==> src/rtl/msjf_pkg.sv <==
// ----------------------------------------------------------------------------
// msjf_pkg
// Types and constants shared by the multilevel SJF scheduler modules.
// ----------------------------------------------------------------------------
package msjf_pkg;

  localparam int unsigned LvlW = 4;

  typedef enum logic [1:0] {
    ST_ADMITTED   = 2'd0,
    ST_REFUSED    = 2'd1,
    ST_DISPATCHED = 2'd2,
    ST_EMPTY      = 2'd3
  } status_e;

  typedef enum logic {
    OP_ADMIT    = 1'b0,
    OP_DISPATCH = 1'b1
  } op_e;

  typedef enum logic [1:0] {
    CELL_NOP  = 2'd0,
    CELL_INS  = 2'd1,
    CELL_POP  = 2'd2,
    CELL_DROP = 2'd3
  } cell_op_e;

  typedef struct packed {
    logic            valid;
    logic [LvlW-1:0] lvl;
    logic [7:0]      id;
    logic [15:0]     burst;
  } entry_t;

  typedef struct packed {
    logic        op;
    logic [7:0]  proc_id;
    logic [1:0]  level;
    logic [15:0] burst;
  } in_item_t;

  typedef struct packed {
    logic [1:0]  status;
    logic [7:0]  proc_id_res;
    logic [15:0] burst_res;
    logic [31:0] start_time;
  } out_item_t;

endpackage

==> src/rtl/msjf_cell.sv <==
// ----------------------------------------------------------------------------
// msjf_cell
// One slot of the ordered entry chain: insert, shift-out and tail drop.
// ----------------------------------------------------------------------------
module msjf_cell import msjf_pkg::*; (
  input  logic     clk_i,
  input  logic     rst_ni,
  input  cell_op_e cmd_i,
  input  entry_t   new_i,
  input  entry_t   left_i,
  input  entry_t   right_i,
  input  logic     first_i,
  input  logic     ge_i,
  output entry_t   entry_o,
  output logic     ge_o,
  output logic     last_o
);

  entry_t entry_q, entry_d;
  logic   head, pred;

  // head of the new entry's level segment
  assign head = first_i | !left_i.valid | (left_i.lvl != new_i.lvl);

  always_comb begin
    pred = 1'b0;
    if (!entry_q.valid || entry_q.lvl > new_i.lvl) begin
      pred = 1'b1;
    end else if (entry_q.lvl == new_i.lvl) begin
      pred = head ? (entry_q.burst >= new_i.burst) : (entry_q.burst > new_i.burst);
    end
  end

  assign ge_o    = pred | ge_i;
  assign last_o  = entry_q.valid & !right_i.valid;
  assign entry_o = entry_q;

  always_comb begin
    entry_d = entry_q;
    unique case (cmd_i)
      CELL_INS: begin
        if (ge_o) begin
          entry_d = ge_i ? left_i : new_i;
        end
      end
      CELL_POP:  entry_d = right_i;
      CELL_DROP: begin
        if (last_o) begin
          entry_d.valid = 1'b0;
        end
      end
      default: entry_d = entry_q;
    endcase
  end

  always_ff @(posedge clk_i or negedge rst_ni) begin
    if (!rst_ni) begin
      entry_q <= '0;
    end else begin
      entry_q <= entry_d;
    end
  end

endmodule

==> src/rtl/multilevel_sjf_scheduler_with_aging_core.sv <==
// ----------------------------------------------------------------------------
// multilevel_sjf_scheduler_with_aging_core
// Multilevel shortest-job-first scheduler with aging over a chain of cells.
// ----------------------------------------------------------------------------
// Every input beat gives one registered result in the cycle after it is
// taken, and the next beat is taken only after that result has been
// delivered. A real dispatch with aging on also walks its aging crossings
// once the result is registered: each crossing takes a step (S_STEP) and a
// tail check (S_REM), plus a sorted insert (S_INS) when an entry is promoted,
// and a closing step ends the walk, with at most CAPACITY*LEVELS crossings
// walked. The time phase (time mod aging_interval) is kept between
// dispatches; after a write of aging_interval, or after a dispatch that had
// aging off, a zero burst or hit the crossing cap, the next aging dispatch
// first rebuilds it with a bit-serial remainder unit. Entries live in a row
// of CAPACITY cells that shift for an insert or a dispatch; a promotion
// drops the tail cell and re-inserts it with its level decremented.
module multilevel_sjf_scheduler_with_aging_core import msjf_pkg::*; #(
  parameter int unsigned LEVELS   = 4,
  parameter int unsigned CAPACITY = 16
) (
  input  logic      clk_i,
  input  logic      rst_ni,
  input  logic      in_valid_i,
  output logic      in_stall_o,
  input  in_item_t  in_data_i,
  output logic      out_valid_o,
  input  logic      out_stall_i,
  output out_item_t out_data_o,
  input  logic      cfg_valid_i,
  output logic      cfg_ready_o,
  input  logic [15:0] cfg_data_i
);

  localparam int unsigned CntW  = $clog2(CAPACITY + 1);
  localparam int unsigned AgeCap = CAPACITY * LEVELS;
  localparam int unsigned AgeW  = $clog2(AgeCap + 1);

  localparam logic [2:0] S_IDLE = 3'd0;
  localparam logic [2:0] S_MOD  = 3'd1;
  localparam logic [2:0] S_STEP = 3'd2;
  localparam logic [2:0] S_REM  = 3'd3;
  localparam logic [2:0] S_INS  = 3'd4;

  logic [2:0]      state_q, state_d;
  logic [CntW-1:0] cnt_q, cnt_d;
  logic [31:0]     t_q, t_d;
  logic [15:0]     iv_q, iv_d;
  logic [15:0]     ph_q, ph_d;
  logic            ph_ok_q, ph_ok_d;
  logic [15:0]     r_q, r_d;
  logic [AgeW-1:0] ages_q, ages_d;
  logic [31:0]     dv_q, dv_d;
  logic [4:0]      dcnt_q, dcnt_d;
  entry_t          ag_q, ag_d;
  logic            out_valid_q, out_valid_d;
  out_item_t       out_q, out_d;

  cell_op_e        cmd;
  entry_t          new_e;
  entry_t          cells [CAPACITY];
  logic            ge    [CAPACITY];
  logic            lastv [CAPACITY];
  entry_t          tail;

  logic in_acc, out_acc, cfg_acc;
  logic [16:0] rem17;
  logic [15:0] d16;
  logic [32:0] dw, ev;

  assign out_acc     = out_valid_q & !out_stall_i;
  assign in_stall_o  = (state_q != S_IDLE) | out_valid_q;
  assign in_acc      = in_valid_i & !in_stall_o;
  assign cfg_ready_o = (state_q == S_IDLE);
  assign cfg_acc     = cfg_valid_i & cfg_ready_o;
  assign out_valid_o = out_valid_q;
  assign out_data_o  = out_q;

  for (genvar k = 0; k < CAPACITY; k++) begin : g_cell
    entry_t lft, rgt;
    logic   gin;
    if (k == 0) begin : g_first
      assign lft = '0;
      assign gin = 1'b0;
    end else begin : g_mid
      assign lft = cells[k-1];
      assign gin = ge[k-1];
    end
    if (k == CAPACITY - 1) begin : g_end
      assign rgt = '0;
    end else begin : g_nxt
      assign rgt = cells[k+1];
    end
    msjf_cell u_cell (
      .clk_i   (clk_i),
      .rst_ni  (rst_ni),
      .cmd_i   (cmd),
      .new_i   (new_e),
      .left_i  (lft),
      .right_i (rgt),
      .first_i (k == 0),
      .ge_i    (gin),
      .entry_o (cells[k]),
      .ge_o    (ge[k]),
      .last_o  (lastv[k])
    );
  end

  always_comb begin
    tail = '0;
    for (int k = 0; k < CAPACITY; k++) begin
      if (lastv[k]) begin
        tail = cells[k];
      end
    end
  end

  assign rem17 = {ph_q, dv_q[31]};
  assign d16   = iv_q - ph_q;
  assign dw    = 33'h1_0000_0000 - {1'b0, t_q};
  assign ev    = (dw < {17'd0, d16}) ? dw : {17'd0, d16};

  always_comb begin
    state_d     = state_q;
    cnt_d       = cnt_q;
    t_d         = t_q;
    iv_d        = iv_q;
    ph_d        = ph_q;
    ph_ok_d     = ph_ok_q;
    r_d         = r_q;
    ages_d      = ages_q;
    dv_d        = dv_q;
    dcnt_d      = dcnt_q;
    ag_d        = ag_q;
    out_valid_d = out_valid_q & !out_acc;
    out_d       = out_q;
    cmd         = CELL_NOP;
    new_e.valid = 1'b1;
    new_e.lvl   = LvlW'(in_data_i.level);
    new_e.id    = in_data_i.proc_id;
    new_e.burst = in_data_i.burst;

    unique case (state_q)
      S_IDLE: begin
        if (cfg_acc) begin
          iv_d    = cfg_data_i;
          ph_ok_d = 1'b0;
        end
        if (in_acc) begin
          out_valid_d = 1'b1;
          out_d       = '0;
          if (in_data_i.op == OP_ADMIT) begin
            if (cnt_q == CntW'(CAPACITY) || 32'(in_data_i.level) >= LEVELS) begin
              out_d.status = ST_REFUSED;
            end else begin
              cmd          = CELL_INS;
              cnt_d        = cnt_q + 1'b1;
              out_d.status = ST_ADMITTED;
            end
          end else if (cnt_q == '0) begin
            out_d.status = ST_EMPTY;
          end else begin
            cmd               = CELL_POP;
            cnt_d             = cnt_q - 1'b1;
            out_d.status      = ST_DISPATCHED;
            out_d.proc_id_res = cells[0].id;
            out_d.burst_res   = cells[0].burst;
            out_d.start_time  = t_q;
            if (iv_q == '0 || cells[0].burst == '0) begin
              t_d     = t_q + 32'(cells[0].burst);
              ph_ok_d = 1'b0;
            end else begin
              r_d    = cells[0].burst;
              ages_d = '0;
              if (ph_ok_q) begin
                state_d = S_STEP;
              end else begin
                dv_d    = t_q;
                dcnt_d  = '0;
                ph_d    = '0;
                state_d = S_MOD;
              end
            end
          end
        end
      end
      S_MOD: begin
        // one remainder bit per cycle: phase = time mod interval
        ph_d   = (rem17 >= {1'b0, iv_q}) ? 16'(rem17 - {1'b0, iv_q}) : rem17[15:0];
        dv_d   = {dv_q[30:0], 1'b0};
        dcnt_d = dcnt_q + 1'b1;
        if (dcnt_q == 5'd31) begin
          ph_ok_d = 1'b1;
          state_d = S_STEP;
        end
      end
      S_STEP: begin
        if (ages_q == AgeW'(AgeCap)) begin
          t_d     = t_q + 32'(r_q);
          ph_ok_d = 1'b0;
          state_d = S_IDLE;
        end else if ({17'd0, r_q} >= ev) begin
          t_d     = t_q + ev[31:0];
          r_d     = r_q - ev[15:0];
          ph_d    = '0;
          ages_d  = ages_q + 1'b1;
          state_d = S_REM;
        end else begin
          t_d     = t_q + 32'(r_q);
          ph_d    = ph_q + r_q;
          state_d = S_IDLE;
        end
      end
      S_REM: begin
        if (tail.valid && tail.lvl != '0) begin
          cmd      = CELL_DROP;
          cnt_d    = cnt_q - 1'b1;
          ag_d     = tail;
          ag_d.lvl = tail.lvl - 1'b1;
          state_d  = S_INS;
        end else begin
          state_d = S_STEP;
        end
      end
      S_INS: begin
        cmd     = CELL_INS;
        new_e   = ag_q;
        cnt_d   = cnt_q + 1'b1;
        state_d = S_STEP;
      end
      default: state_d = S_IDLE;
    endcase
  end

  always_ff @(posedge clk_i or negedge rst_ni) begin
    if (!rst_ni) begin
      state_q     <= S_IDLE;
      cnt_q       <= '0;
      t_q         <= '0;
      iv_q        <= 16'd10;
      ph_ok_q     <= 1'b0;
      out_valid_q <= 1'b0;
    end else begin
      state_q     <= state_d;
      cnt_q       <= cnt_d;
      t_q         <= t_d;
      iv_q        <= iv_d;
      ph_ok_q     <= ph_ok_d;
      out_valid_q <= out_valid_d;
    end
  end

  always_ff @(posedge clk_i) begin
    ph_q   <= ph_d;
    r_q    <= r_d;
    ages_q <= ages_d;
    dv_q   <= dv_d;
    dcnt_q <= dcnt_d;
    ag_q   <= ag_d;
    out_q  <= out_d;
  end

  a_cnt_bound: assert property (@(posedge clk_i) disable iff (!rst_ni)
    cnt_q <= CntW'(CAPACITY)) else $error("entry count above capacity");

  a_head_valid: assert property (@(posedge clk_i) disable iff (!rst_ni)
    (cnt_q != '0) == cells[0].valid) else $error("head cell disagrees with count");

  a_dispatch: assert property (@(posedge clk_i) disable iff (!rst_ni)
    in_acc && in_data_i.op == OP_DISPATCH && cnt_q != '0 |=>
      out_valid_q && out_q.status == ST_DISPATCHED)
    else $error("dispatch beat produced no dispatched result");

endmodule
==> config.mk <==
export PLATFORM = sky130hd
export DESIGN_NAME = multilevel_sjf_scheduler_with_aging_core
export DESIGN_NICKNAME = d
export VERILOG_FILES = /design/src/rtl/msjf_pkg.sv /design/src/rtl/msjf_cell.sv /design/src/rtl/multilevel_sjf_scheduler_with_aging_core.sv
export SDC_FILE = /design/constraint.sdc
export NUM_CORES = 2
export LEC_CHECK = 0
export BUFFER_PORTS_ARGS = -buffer_cell sky130_fd_sc_hd__buf_2
export CAP_MARGIN = 20
export CORE_AREA = 2 2 342 344
export CTS_CLUSTER_SIZE = 28
export DETAILED_ROUTE_END_ITERATION = 12
export DIE_AREA = 0 0 344 346
export PLACE_DENSITY_LB_ADDON = 0.15
export SYNTH_ARGS = -nofsm -noshare
export SYNTH_HDL_FRONTEND = slang
export SYNTH_SLANG_ARGS = --single-unit
==> constraint.sdc <==
create_clock -name clk_i -period 11.9 [get_ports clk_i]
set_clock_uncertainty 0.05 [all_clocks]
set_input_delay 0.595 -clock clk_i [delete_from_list [all_inputs] [get_ports clk_i]]
set_output_delay 0.595 -clock clk_i [all_outputs]
set_load 0.005 [all_outputs]
==> impl_metrics.toml <==
[worst_setup_path]
cpLargestDelayFamily = "compound AO/OA/AOI/OAI gates"
critPathMaxFanout = 23
cp.arrival_ps = 8530
slowest_delay_ps = 740
slowest_stage = "or4_4"
r2r-start = "ph_q[1]"
path_class = "register to register"
cp.buffers_inverters = 3
end_kind = "register"
cp-startpoint = "ph_q[1]"
worstPathRequired_ps = 12200
worst_setup_path_start_kind = "register"

[pwr]
p_sw_share_pct = 50.9
pwr-share-comb_pct = 59.4
p_leak_nw = 24.2
pwr-share-clk_pct = 14.5
seqPwrFrac_pct = 26.1
power.density_nw_per_um2 = 349
intPower_mw = 9.76
p_total_mw = 19.9
power_switching_mw = 10.1
ir_drop_mv = 0.228

[timing]
rsz0062_at_grt = "no"
slew_headroom_pct = 21.5
slew_viol_final = 0
finalCritPeriodShare_pct = 69.2
hold_viol_final = 0
fin_tns_setup_ps = 0
worst_slew_pin_slew_ps = 1180
finalSetupViolations = 0
holdWs_ps = 45.1
fmax_ghz = 0.122
fin_crit_ps = 8230

[final_layout]
utilization_pct = 49.3
fin_nets = 6621
syn2layout_area_growth_pct = 10.2
drive_gt1_share_pct = 9.29

[logic_synthesis]
synth_xor_area_share_pct = 2.16
synthSimpleGateAreaFrac_pct = 19.2
yosysWarnings = 0
yosysUniqueCellTypes = 96
synthMuxAreaShare_pct = 2.68
synth-seq-cells = 685
synth_edf_count = 163
syn-cell-area_um2 = 51600
synth_top_family_by_area = "compound AO/OA/AOI/OAI gates"
synthAdderAreaFrac_pct = 11.3
synthArstFlopShare_pct = 76.2
syn_nets = 6719
syn_inst = 6210
synth-seq-area-share_pct = 34.8
synth_area_per_cell_um2 = 8.31
synthFlopType = "dfrtp_1"
synth-compound-area-share_pct = 25.1

[min_path]
hold_path_class = "input pin to register"
hp-start = "cfg_data_i[10]"

[routing]
first_pass_iters = 10
wl_um = 206000
route.detailed.drc = 0
viasPerCell = 6.59
drtIter0Drc = 6482
vias = 50816
drtAntennaViolNets = 0
wl_per_cell_um = 26.8

[clocking]
path_clk_slew_ps = 70
cts-buffers-inserted = 84
cts_buffer_depth = 3
cts_tree = "done"
clkLatencyLatePin_ps = 710
clock-sinks = 685
htreeDepth = 3
clockRootBuffer = "clkbuf_16"

[die]
io_pins = 109
start_util_pct = 44.7
chipWidth_um = 344
dieArea_um2 = 119000
core_area_um2 = 115000
dieHeight_um = 346
rows = 125

[global_routing]
grt_util_all_layers_pct = 33.9
grt_pass1_wl_um = 309000
first_global_vias = 47949
antenna_found_initial = 10
grt_max_degree = 192
grt-ovfl-total = 0

[placed_design]
port-buffer-count = 108
place_congestion = 0.970
dp_hpwl_um = 145000

[job]
max_cap_violations = 0

[outcome]
status = "finished clean"
-- layer usage --
layer / part of all wire [%] / global-route usage (%) / vias up
li1: - / - / 22827
met1: 42 / 46.8 / 24745
met2: 43 / 50.2 / 2720
met3: 10 / 7.53 / 516
met4: 4.8 / 15.6 / 8
met5: 0.023 / 0 / -
-- cells in the final DEF (no fill, tap or decap), types with 73 or more instances in the layout --
master / count
a31oi_1: 75
xnor2_1: 76
a211oi_1: 95
buf_2: 107
dfrtp_1: 518
ha_1: 454
mux2i_1: 89
a221oi_1: 86
inv_1: 185
o21ai_0: 411
edfxtp_1: 163
nand2_1: 707
buf_4: 141
and3_1: 98
a21oi_1: 541
nor2_1: 631
nor3_1: 104
o211ai_1: 233
nand3_1: 236
clkbuf_16: 86
o22ai_1: 73
-- worst register-to-register path, stage by stage, from the launching register on --
cell and delay, ps:
edfxtp_1 460, inv_1 150, ha_1 240, nor2b_1 130
o21ai_0 190, a21boi_0 240, o211a_1 310, o31ai_1 390
o21ai_0 230, xnor2_1 300, ha_1 320, nand2_1 70
nor2_1 40, a2111oi_0 370, a21oi_1 150, or4_4 740
a21o_1 260, ha_1 410, o21ai_0 140, a21oi_1 320
o2111ai_1 220, nand3b_1 160, a311oi_1 100, buf_4 210
nand2_1 560, nand2_1 480, nor4_2 250, buf_4 380
-- per-stage QoR --
step	setup slack [ps]	std cells	area [um2]
after global routing	3030	7705	56800
after global placement	3800	7546	53700
final	3670	7708	56800
after detailed placement	3800	7547	53800
after CTS	3730	7703	56800
after floorplan	3610	6210	51600
-- sequential cells by signal, indices dropped and copies added, names as in the netlist, 7 cells and up --
register               count
ag_q                      29
iv_q                      16
ph_q                      16
dv_q                      32
ages_q                     7
r_q                       16
g_cell.u_cell.entry_o    464
t_q                       32
out_data_o                58
-- Yosys cell counts, drive strengths merged, types with 46 or more instances --
cell type  count  area share (%)
nand2b        55            0.67
nand3        236             2.3
nor3         108             1.1
edfxtp       163             9.5
nand4         68            0.82
o21a          51            0.74
nand2        713             5.2
o221ai        67             1.1
a31oi         75            0.91
and3          98             1.2
a211oi        95             1.4
o211ai       233             3.4
nor2         642             4.7
a221oi        86             1.5
inv          198             1.4
o22ai         73            0.89
a21oi        546             5.3
clkbuf       404             2.9
dfrtp        520              25
ha           454              11
mux2i         93             1.8
xor2          51            0.87
xnor2         76             1.3
a21o          70             1.0
or3           46            0.56
nor2b         55            0.67
o21ai        419             4.1
-- area by class of cell --
type | count | area (um2)
clock buffer | 103 | 2310
timing repair buffer | 255 | 1720
antenna | 3 | 7.51
tap | 1524 | 1910
sequential | 685 | 18000
clock inverter | 52 | 732
fill | 11053 | 58600
multi-input combinational | 4884 | 31500
inverter | 202 | 758
-- power by group through the flow --
stage	logic (mW)	clock network (mW)	registers (mW)
finish	11.8	2.87	5.19
global route	12.9	2.98	5.29
CTS	11.5	2.90	5.13
detailed placement	11.5	0	5.16
global placement	11.3	0	5.15
floorplan	8.22	0	4.44
-- logic make-up after synthesis --
family | after synthesis
and+or+nand+nor | 2165
AOI/OAI and AO/OA | 1999
DFF | 685
buffers and inverters | 641
adders and majority gates | 461
muxes | 132
xor gates and xnor gates | 127
-- what timing repair did --
| action | in CTS | in global routing |
|---|---|---|
| buffers inserted | 0 | 0 |
| hold endpoints to repair | 81 | 0 |
| hold buffers | 1 | 0 |
| resized for setup | 0 | 0 |
-- path summary, 6_finish.rpt --
| check | to | slack (ps) | cells past startpoint |
|---|---|---|---|
| min in group asynchronous | g_cell[3].u_cell.entry_o[9] | 480 | 2 |
| worst max register to register | r_q[9] | 3670 | 27 |
| worst min-delay path | iv_q[10] | 50 | 3 |
| max in group asynchronous | g_cell[14].u_cell.entry_o[28] | 9040 | 4 |
| worst min register to register | out_valid_o | 440 | 2 |
| worst max-delay path | r_q[9] | 3670 | 27 |
Power figures use the tool's default switching activity.
